--- src/rtl/core/rcfp_pkg.sv ---
// ----------------------------------------------------------------------------
// rcfp_pkg
// Constants and controller/datapath interface types for the frame parser.
// ----------------------------------------------------------------------------
`default_nettype none

package rcfp_pkg;

  localparam int RCFP_BUF_BYTES = 8;
  localparam int BYTE_W         = 8;
  localparam int LEN_W          = 4;
  localparam int VAL_W          = 32;

  localparam logic [BYTE_W-1:0] PREAMBLE_BYTE = 8'hFE;
  localparam logic [BYTE_W-1:0] COLLIDE_BYTE  = 8'hFC;
  localparam logic [BYTE_W-1:0] END_BYTE      = 8'hFD;

  localparam logic [3:0] DIGIT_LIMIT = 4'hA;

  // Commands from the controller to the datapath.
  typedef struct packed {
    logic clear_count;
    logic load_dest;
    logic load_src;
    logic load_cmd;
    logic store_byte;
    logic dec_start;
    logic dec_step;
    logic load_out;
  } rcfp_cmd_t;

  // Status from the datapath to the controller.
  typedef struct packed {
    logic is_preamble;
    logic is_collide;
    logic is_end;
    logic buf_full;
    logic dec_done;
    logic out_free;
  } rcfp_stat_t;

endpackage

`default_nettype wire

--- src/rtl/core/rcfp_ctrl.sv ---
// ----------------------------------------------------------------------------
// rcfp_ctrl
// Frame parse controller: tracks the frame phase, sequences the BCD decode
// and hands the finished result to the output register.
// ----------------------------------------------------------------------------
`default_nettype none

module rcfp_ctrl
  import rcfp_pkg::*;
(
  input  wire logic       clk,
  input  wire logic       rst_n,
  input  wire logic       in_valid,
  output logic            in_ready,
  input  wire rcfp_stat_t stat,
  output rcfp_cmd_t       cmd
);

  typedef enum logic [2:0] {
    ST_HUNT1,
    ST_HUNT2,
    ST_DEST,
    ST_SRC,
    ST_CMD,
    ST_PAYLOAD,
    ST_DECODE,
    ST_EMIT
  } state_t;

  state_t state_r, state_nxt;
  logic   in_fire;

  assign in_ready = (state_r != ST_DECODE) && (state_r != ST_EMIT);
  assign in_fire  = in_valid && in_ready;

  always_comb begin
    state_nxt = state_r;
    cmd       = '0;
    unique case (state_r)
      ST_HUNT1: begin
        if (in_fire && stat.is_preamble) begin
          cmd.clear_count = 1'b1;
          state_nxt       = ST_HUNT2;
        end
      end
      ST_HUNT2: begin
        if (in_fire) begin
          state_nxt = stat.is_preamble ? ST_DEST : ST_HUNT1;
        end
      end
      ST_DEST: begin
        if (in_fire) begin
          if (stat.is_collide) begin
            state_nxt = ST_HUNT1;
          end else begin
            cmd.load_dest = 1'b1;
            state_nxt     = ST_SRC;
          end
        end
      end
      ST_SRC: begin
        if (in_fire) begin
          if (stat.is_collide) begin
            state_nxt = ST_HUNT1;
          end else begin
            cmd.load_src = 1'b1;
            state_nxt    = ST_CMD;
          end
        end
      end
      ST_CMD: begin
        if (in_fire) begin
          if (stat.is_collide) begin
            state_nxt = ST_HUNT1;
          end else begin
            cmd.load_cmd = 1'b1;
            state_nxt    = ST_PAYLOAD;
          end
        end
      end
      ST_PAYLOAD: begin
        if (in_fire) begin
          if (stat.is_collide) begin
            state_nxt = ST_HUNT1;
          end else if (stat.is_end) begin
            cmd.dec_start = 1'b1;
            state_nxt     = ST_DECODE;
          end else if (!stat.buf_full) begin
            cmd.store_byte = 1'b1;
          end else begin
            state_nxt = ST_HUNT1;
          end
        end
      end
      ST_DECODE: begin
        cmd.dec_step = 1'b1;
        if (stat.dec_done) begin
          state_nxt = ST_EMIT;
        end
      end
      ST_EMIT: begin
        if (stat.out_free) begin
          cmd.load_out = 1'b1;
          state_nxt    = ST_HUNT1;
        end
      end
      default: begin
        state_nxt = ST_HUNT1;
      end
    endcase
  end

  always_ff @(posedge clk) begin
    if (!rst_n) begin
      state_r <= ST_HUNT1;
    end else begin
      state_r <= state_nxt;
    end
  end

endmodule

`default_nettype wire

--- src/rtl/core/rcfp_dp.sv ---
// ----------------------------------------------------------------------------
// rcfp_dp
// Frame parser datapath: header registers, payload store, iterative BCD
// decoder and the output register.
// ----------------------------------------------------------------------------
`default_nettype none

module rcfp_dp
  import rcfp_pkg::*;
#(
  parameter int BUF_BYTES = RCFP_BUF_BYTES
) (
  input  wire logic              clk,
  input  wire logic              rst_n,
  input  wire logic [BYTE_W-1:0] in_rx_byte,
  input  wire rcfp_cmd_t         cmd,
  output rcfp_stat_t             stat,
  output logic                   out_valid,
  input  wire logic              out_ready,
  output logic [BYTE_W-1:0]      out_dest_addr,
  output logic [BYTE_W-1:0]      out_src_addr,
  output logic [BYTE_W-1:0]      out_command_code,
  output logic [LEN_W-1:0]       out_payload_len,
  output logic [VAL_W-1:0]       out_decoded_value,
  output logic                   out_digits_ok
);

  localparam int IDX_W = (BUF_BYTES > 1) ? $clog2(BUF_BYTES) : 1;
  localparam logic [LEN_W-1:0] BUF_LIMIT = LEN_W'(BUF_BYTES);

  logic [BYTE_W-1:0] dest_r, src_r, command_r;
  logic [LEN_W-1:0]  count_r;
  logic [BYTE_W-1:0] store_r [BUF_BYTES];

  logic [LEN_W-1:0]  idx_r;
  logic [VAL_W-1:0]  acc_r;
  logic              ok_r;

  logic              out_valid_r;
  logic [BYTE_W-1:0] out_dest_r, out_src_r, out_command_r;
  logic [LEN_W-1:0]  out_len_r;
  logic [VAL_W-1:0]  out_value_r;
  logic              out_ok_r;

  logic [LEN_W-1:0]  rd_pos;
  logic [BYTE_W-1:0] rd_byte;
  logic [3:0]        dig_hi, dig_lo;
  logic              dig_bad;
  logic [6:0]        pair_val;
  logic [VAL_W-1:0]  acc_nxt;

  // The decode walks from the last stored byte down to the first one.
  assign rd_pos   = idx_r - LEN_W'(1);
  assign rd_byte  = store_r[rd_pos[IDX_W-1:0]];
  assign dig_hi   = rd_byte[7:4];
  assign dig_lo   = rd_byte[3:0];
  assign dig_bad  = (dig_hi >= DIGIT_LIMIT) || (dig_lo >= DIGIT_LIMIT);
  assign pair_val = 7'(dig_hi) * 7'd10 + 7'(dig_lo);
  assign acc_nxt  = VAL_W'(acc_r * VAL_W'(100)) + VAL_W'(pair_val);

  always_comb begin
    stat.is_preamble = (in_rx_byte == PREAMBLE_BYTE);
    stat.is_collide  = (in_rx_byte == COLLIDE_BYTE);
    stat.is_end      = (in_rx_byte == END_BYTE);
    stat.buf_full    = (count_r >= BUF_LIMIT);
    stat.dec_done    = (idx_r == '0) || dig_bad;
    stat.out_free    = !out_valid_r || out_ready;
  end

  always_ff @(posedge clk) begin
    if (!rst_n) begin
      dest_r    <= '0;
      src_r     <= '0;
      command_r <= '0;
      count_r   <= '0;
    end else begin
      if (cmd.load_dest) dest_r <= in_rx_byte;
      if (cmd.load_src)  src_r <= in_rx_byte;
      if (cmd.load_cmd)  command_r <= in_rx_byte;
      if (cmd.clear_count) begin
        count_r <= '0;
      end else if (cmd.store_byte) begin
        count_r <= count_r + LEN_W'(1);
      end
    end
  end

  always_ff @(posedge clk) begin
    if (cmd.store_byte) begin
      store_r[count_r[IDX_W-1:0]] <= in_rx_byte;
    end
  end

  always_ff @(posedge clk) begin
    if (cmd.dec_start) begin
      idx_r <= count_r;
      acc_r <= '0;
      ok_r  <= 1'b1;
    end else if (cmd.dec_step && (idx_r != '0)) begin
      if (dig_bad) begin
        idx_r <= '0;
        acc_r <= '0;
        ok_r  <= 1'b0;
      end else begin
        idx_r <= rd_pos;
        acc_r <= acc_nxt;
      end
    end
  end

  always_ff @(posedge clk) begin
    if (!rst_n) begin
      out_valid_r <= 1'b0;
    end else if (cmd.load_out) begin
      out_valid_r <= 1'b1;
    end else if (out_ready) begin
      out_valid_r <= 1'b0;
    end
  end

  always_ff @(posedge clk) begin
    if (cmd.load_out) begin
      out_dest_r    <= dest_r;
      out_src_r     <= src_r;
      out_command_r <= command_r;
      out_len_r     <= count_r;
      out_value_r   <= acc_r;
      out_ok_r      <= ok_r;
    end
  end

  assign out_valid         = out_valid_r;
  assign out_dest_addr     = out_dest_r;
  assign out_src_addr      = out_src_r;
  assign out_command_code  = out_command_r;
  assign out_payload_len   = out_len_r;
  assign out_decoded_value = out_value_r;
  assign out_digits_ok     = out_ok_r;

endmodule

`default_nettype wire

--- src/rtl/core/radio_control_frame_parser_unit.sv ---
// ----------------------------------------------------------------------------
// radio_control_frame_parser_unit
// Parses preamble-delimited control frames byte by byte and reports each
// completed frame with its payload decoded as little-endian packed BCD.
// ----------------------------------------------------------------------------
//  Channel  Direction  Handshake             Word
//  in_      input      in_valid / in_ready   in_rx_byte
//  out_     output     out_valid / out_ready dest, src, command, len, value, ok
//
//  Bytes are taken while in_ready is high, a frame end byte included.
//  An end byte starts the BCD decode: one stored byte per cycle, from the
//  last stored byte down (it stops at the first non-decimal digit); the
//  result then loads into the output register once that is free.
//  in_ready stays low during decode and while the result waits for a free
//  output register; bytes are otherwise taken while a result waits.
//  Synchronous active-low reset returns the parser to preamble hunting.
// ----------------------------------------------------------------------------
`default_nettype none

module radio_control_frame_parser_unit
  import rcfp_pkg::*;
#(
  parameter int BUF_BYTES = RCFP_BUF_BYTES
) (
  input  wire logic              clk,
  input  wire logic              rst_n,
  input  wire logic              in_valid,
  output logic                   in_ready,
  input  wire logic [BYTE_W-1:0] in_rx_byte,
  output logic                   out_valid,
  input  wire logic              out_ready,
  output logic [BYTE_W-1:0]      out_dest_addr,
  output logic [BYTE_W-1:0]      out_src_addr,
  output logic [BYTE_W-1:0]      out_command_code,
  output logic [LEN_W-1:0]       out_payload_len,
  output logic [VAL_W-1:0]       out_decoded_value,
  output logic                   out_digits_ok
);

  rcfp_cmd_t  cmd;
  rcfp_stat_t stat;

  rcfp_ctrl u_ctrl (
    .clk      (clk),
    .rst_n    (rst_n),
    .in_valid (in_valid),
    .in_ready (in_ready),
    .stat     (stat),
    .cmd      (cmd)
  );

  rcfp_dp #(
    .BUF_BYTES (BUF_BYTES)
  ) u_dp (
    .clk               (clk),
    .rst_n             (rst_n),
    .in_rx_byte        (in_rx_byte),
    .cmd               (cmd),
    .stat              (stat),
    .out_valid         (out_valid),
    .out_ready         (out_ready),
    .out_dest_addr     (out_dest_addr),
    .out_src_addr      (out_src_addr),
    .out_command_code  (out_command_code),
    .out_payload_len   (out_payload_len),
    .out_decoded_value (out_decoded_value),
    .out_digits_ok     (out_digits_ok)
  );

endmodule

`default_nettype wire

--- config.mk ---
export PLATFORM = sky130hd
export DESIGN_NAME = radio_control_frame_parser_unit
export DESIGN_NICKNAME = d
export VERILOG_FILES = /design/src/rtl/core/rcfp_pkg.sv /design/src/rtl/core/rcfp_ctrl.sv /design/src/rtl/core/rcfp_dp.sv /design/src/rtl/core/radio_control_frame_parser_unit.sv
export SDC_FILE = /design/constraint.sdc
export NUM_CORES = 1
export LEC_CHECK = 0
export BUFFER_PORTS_ARGS = -buffer_cell sky130_fd_sc_hd__buf_4
export CORE_MARGIN = 3
export CORE_UTILIZATION = 52
export DETAILED_ROUTE_END_ITERATION = 12
export PLACE_DENSITY_LB_ADDON = 0.08
export SYNTH_ARGS = -nofsm -noshare
export SYNTH_HDL_FRONTEND = slang
export SYNTH_SLANG_ARGS = --single-unit
--- constraint.sdc ---
create_clock -name clk -period 10.6 [get_ports clk]
set_input_delay 1.06 -clock clk [delete_from_list [all_inputs] [get_ports clk]]
set_output_delay 1.06 -clock clk [all_outputs]
set_load 0.03 [all_outputs]
Yosys cells after proc, flatten, opt, wreduce, memory -nomap -nowiden
Memory sizes are Yosys's and may differ from the RTL's.
Cells that the tools add are included.
Widths: inputs -> output; s select.
{"block": "op_classes", "addsub": 4, "mul": 2, "n_div": 0, "n_lt_le_gt_ge": 3, "eq_ne": 21, "shifts": 0, "mux": 40, "bitwise_logic": 1, "n_reduce_logical": 16}
{"operator": "$mux 3", "n": 13}
{"operator": "$add 32x7->32", "n": 1}
{"operator": "$mul 32x5->30 const B", "n": 1}
{"operator": "$mux 32", "n": 1}
{"operator": "$eq 8x8->1 const B", "n": 3}
{"operator": "$pmux 3 s8", "n": 1}
{"operator": "$mux 1", "n": 17}
{"operator": "$eq 3x3->1 const B", "n": 4}
{"operator": "$ge 4x4->1 const B", "n": 3}
{"operator": "$mux 4", "n": 3}
{"operator": "$ne 2x1->1 const B", "n": 6}
{"operator": "$mux 2", "n": 5}
{"operator": "$reduce_and 9->1", "n": 1}
{"operator": "$add 7x4->7", "n": 1}
{"operator": "$eq 3x2->1 const B", "n": 2}
{"operator": "$mul 4x3->6 const B", "n": 1}
{"operator": "$ne 3x3->1 const B", "n": 2}
{"operator": "$add 4x1->4 const B", "n": 1}
{"operator": "$logic_and 1x1->1", "n": 4}
{"operator": "$logic_not 4->1", "n": 1}
{"operator": "$ne 2x2->1 const B", "n": 2}
{"operator": "$ne 4x3->1 const B", "n": 1}
{"operator": "$reduce_bool 2->1", "n": 2}
{"operator": "$reduce_bool 4->1", "n": 1}
{"operator": "other kinds (8)", "n": 10}
{"block": "totals", "regBits": 130, "latchBits": 0, "ramBits": 64, "mem_bits_ro": 0, "inputBits": 12, "elab_cells": 103, "n_memories": 1}
{"memory": "u_dp.store_r", "words": 8, "width": 8, "rd": 1, "rd_ports_with_merged_regs": 0, "write_ports": 1, "line": "rcfp_dp.sv:33", "rtl": "logic [BYTE_W-1:0] store_r [BUF_BYTES];"}

Depth between registers and ports, before layout
{"block": "depth", "ltp_word": 8, "mapped_depth": 26}

Hierarchy
Synthesis repeated with hierarchy kept, for this count alone.
{"block": "hier_totals", "cells_unflattened": 1005, "hier_area_um2": 11248.3}
{"module": "rcfp_dp", "instances": 1, "cells_per_inst": 956, "area_per_inst_um2": 10904.2}
{"module": "rcfp_ctrl", "instances": 1, "cells_per_inst": 49, "area_per_inst_um2": 344.1}

Worst setup path before layout
No wires, ideal clock.
{"block": "synth_path", "path_kind": "reg-to-reg", "start": "register u_dp.idx_r[0]", "end": "register u_dp.acc_r[28]", "setup_ns": 0.133, "arrival_ns": 5.360, "required_time_ns": 10.467, "setup_slack_ns": 5.107, "stages_incl_launch_ff": 27, "path_buffers": 4, "period_less_slack_ns": 5.493, "path_cell_list": "edfxtp_1 > buf_4 > buf_4 > inv_1 > ha_1 > buf_2 > buf_1 > mux4_2 > mux2i_1 > inv_1 > ha_1 > ha_1 > inv_1 > fa_1 > nor3b_1 > xnor2_1 > xnor2_1 > ha_1 > inv_1 > a21oi_1 > o21bai_1 > nor2_1 > nand3_1 > nor4_4 > nand3_1 > xor2_1 > o22ai_2"}
{"block": "synth_via", "elab_chain_cells": 6}
{"element": "start: declaration", "line": "rcfp_dp.sv:35", "rtl": "logic [LEN_W-1:0] idx_r;"}
{"element": "start signal: assignment", "line": "rcfp_dp.sv:96", "rtl": "idx_r <= count_r;"}
{"element": "start signal: assignment", "line": "rcfp_dp.sv:105", "rtl": "idx_r <= rd_pos;"}
{"element": "$sub 4x1->4", "line": "rcfp_dp.sv:53", "rtl": "assign rd_pos = idx_r - LEN_W'(1);"}
{"element": "$mem_v2 8x8"}
{"element": "$mul 4x3->6", "line": "rcfp_dp.sv:58", "rtl": "assign pair_val = 7'(dig_hi) * 7'd10 + 7'(dig_lo);"}
{"element": "$add 7x4->7", "line": "rcfp_dp.sv:58"}
{"element": "$add 32x7->32", "line": "rcfp_dp.sv:59", "rtl": "assign acc_nxt = VAL_W'(acc_r * VAL_W'(100)) + VAL_W'(pair_val);"}
{"element": "$mux 32", "line": "rcfp_dp.sv:100", "rtl": "if (dig_bad) begin"}
{"element": "end signal: assignment", "line": "rcfp_dp.sv:106", "rtl": "acc_r <= acc_nxt;"}
{"element": "end: declaration", "line": "rcfp_dp.sv:36", "rtl": "logic [VAL_W-1:0] acc_r;"}
Parallel ways exist; a longest one is shown, timed or not.
A chain may end at the register's enable or synchronous reset.

Worst setup path in the final report
{"block": "layout_path", "start": "register u_dp.idx_r[0]", "end": "register u_dp.acc_r[26]"}
Same word-level chain as after synthesis.

==> results_dict.tcl <==
set metrics [dict create \
    relSlewSlack_pct 28.9 \
    yosysUniqueCellTypes 79 \
    cts_sinks 194 \
    io_pins 75 \
    cap_viol_max_count 0 \
    grt_max_degree 34 \
    grt_pass1_wl_mm 37.0 \
    tns_ns 0 \
    drtIter0Drc 348 \
    worstSetupStartpointType "flop" \
    critPathBufInv 4 \
    cpPeakStageDelay_ns 1.04 \
    htreeDepth 4 \
    post-cts-setup-buffer-count 0 \
    p_seq_share_pct 54.4 \
    die_area_um2 22900 \
    drc 0 \
    crit_chain "inv_1 -> ha_1 -> mux4_2 -> mux2i_1 -> inv_1 -> ha_1 -> ha_1 -> inv_1 -> fa_1 -> nor3b_1 -> xnor2_1 -> xnor2_1 -> ha_1 -> inv_1 -> a21oi_1 -> o21bai_1 -> nor2_1 -> nand3_1 -> nor4_4 -> nand2_1 -> xnor2_1 -> o22ai_1" \
    syn_to_final_growth_pct 12.4 \
    fin_nets 1168 \
    ir_worst_vdd_mv 0.105 \
    rows 52 \
    async_reset_ff_share_pct 0 \
    grt_use_total_pct 20.9 \
    arrival_ns 6.72 \
    clockPowerShare_pct 44.4 \
    cts_root_buffer "clkbuf_16" \
    layout-drive-gt1-share_pct 15.3 \
    grt_pass1_vias 7108 \
    pwr-share-comb_pct 1.1 \
    postSynthAreaPerCell_um2 11.3 \
    antenna_found_initial 0 \
    yosysSeqAreaShare_pct 47.2 \
    die_h_um 151 \
    internal_power_w 0.00113 \
    p_per_area_nw_per_um2 119 \
    firstDrtPassIters 4 \
    skew_ns 0.0185 \
    clkSlewWorstSetupHoldPaths_ns 0.08 \
    power_switching_w 0.000344 \
    dp_cells 1288 \
    min_period_ns 6.44 \
    cts_max_path_buffers 2 \
    fin_cells 1320 \
    place_congestion 0.866 \
    dpl_cell_area_um2 11700 \
    synth_cells 966 \
    core_area_um2 20500 \
    ctsHoldBuffers 0 \
    ys_seq_elements 194 \
    reg2reg_slack_ns 4.16 \
    synth_area_leaders "edfxtp_1, dfxtp_1, ha_1" \
    io_buffers 74 \
    leakage_nw 5.60 \
    fin_area_um2 12300 \
    synth-warning-count 0 \
    slew_viol_final 0 \
    post-route-period-util_pct 60.7 \
    routed_via_density 5.43 \
    ys_top_cells_by_count "inv_1, edfxtp_1, ha_1" \
    hold_viol 0 \
    die_w_um 151 \
    num_antenna_cells 0 \
    syn-cell-area_um2 11000 \
    cts_resized 0 \
    synth_ff_type "edfxtp_1" \
    cp_max_fo 19 \
    critical_path_required_ns 10.89 \
    dp_hpwl_mm 16.7 \
    vias 7168 \
    clk_latency_ns 0.45 \
    worst_path_max_delay_cell "edfxtp_1" \
    crit_type "flop to flop" \
    syn-num-nets 1097 \
    netlist.top_cell.by_area "edfxtp_1" \
    drtAntennaViolNets 0 \
    worstMarginPinSlew_ns 1.06 \
    numCtsBuffers 17 \
    fmax_ghz 0.155 \
    p_sw_share_pct 23.4 \
    status "complete, no violations" \
    grt-ovfl-total 0 \
    setup_viol 0 \
    final_util_pct 60.1 \
    synth_edf_count 129 \
    cts_tree "done" \
    drt_wl_total_mm 22.5 \
    synth_top_area_share_pct 35.3 \
    rsz0062_at_grt "no" \
    synth_most_common_cell "inv_1" \
    initial_core_util_pct 53.5 \
    crit_family "adder cells" \
    endpoint_kind "flop" \
    hold_path.class "flop to flop" \
    fill_cells 1741 \
    wl_per_cell_um 17.1 \
]
per-stage QoR:
step / hold slack (ns) / setup WS, ns / total power (W)
2_1_floorplan: 0.406 / 5.11 / 0.000824
3_3_place_gp: 0.412 / 4.29 / 0.000836
3_5_place_dp: 0.419 / 4.06 / 0.000836
4_1_cts: 0.433 / 4.06 / 0.00149
5_1_grt: 0.444 / 3.46 / 0.00152
6_report: 0.435 / 4.16 / 0.00147
flip-flops by register name, indices dropped and copies added, names as in the netlist:
register	count
u_dp.ok_r	1
u_dp.acc_r	32
u_dp.idx_r	4
u_dp.command_r	8
u_ctrl.state_r	3
u_dp.store_r	64
u_dp.count_r	4
u_dp.out_payload_len	4
u_dp.out_valid	1
u_dp.out_dest_addr	8
u_dp.dest_r	8
u_dp.src_r	8
u_dp.out_decoded_value	32
u_dp.out_digits_ok	1
u_dp.out_src_addr	8
u_dp.out_command_code	8
layout make-up:
type,count,area [µm²],area share [%]
Sequential cell,194,5170,42.0
Multi-Input combinational cell,607,5100,41.4
Timing Repair Buffer,78,586,4.75
Inverter,139,522,4.23
Clock buffer,18,429,3.48
Tap cell,270,338,2.74
Clock inverter,14,175,1.42
worst register-to-register path, delay by kind of cell, from the launching register on:
family | cells | cell delay, ns
simple gates | 5 | 1.25
buf+inv | 4 | 0.37
mux | 2 | 0.73
xor+xnor | 3 | 0.43
flops | 1 | 1.04
compound gates | 3 | 0.41
fa+ha+maj | 5 | 2.06
cells by family after synthesis:
kind of cell,Yosys count,share of synthesized area (%)
AO/OA/AOI/OAI,152,9.18
XOR/XNOR,56,4.54
AND/OR/NAND/NOR,228,10.7
multiplexers,52,6.64
flip-flops,194,47.2
adder cells (fa/ha/maj),119,15.4
buffers and inverters,165,6.33
routing by layer:
layer,share of wire [%],vias up,track usage (%)
met1,43,3487,26.3
met2,52,107,36.7
met4,1.4,0,6.62
met5,0,-,0
met3,3.5,23,3.50
li1,-,3551,-
path summary, 6_finish.rpt:
path / from / to / cells after the start
hold / removal: u_dp.command_r[5] / u_dp.out_command_code[5] / 0
setup / recovery: u_dp.idx_r[0] / u_dp.acc_r[26] / 22
setup reg to reg: u_dp.idx_r[0] / u_dp.acc_r[26] / 22
hold reg to reg: u_dp.command_r[5] / u_dp.out_command_code[5] / 0
power groups by stage:
stage	clock [W]	combinational [W]	sequential [W]
2_1_floorplan	0	0.00000614	0.000818
3_3_place_gp	0	0.0000170	0.000819
3_5_place_dp	0	0.0000172	0.000819
4_1_cts	0.000669	0.0000172	0.000801
5_1_grt	0.000703	0.0000187	0.000801
6_report	0.000654	0.0000168	0.000801
cell usage in the layout (no fill, tap or decap), drive strengths merged, types with 29 or more instances in the layout:
master  count
nor2       78
o21ai      33
buf        78
nand2      57
ha         92
edfxtp    129
xor2       29
inv       147
a21oi      36
dfxtp      65
mux2i      30
Note: power is estimated with default switching activity, not from simulation.
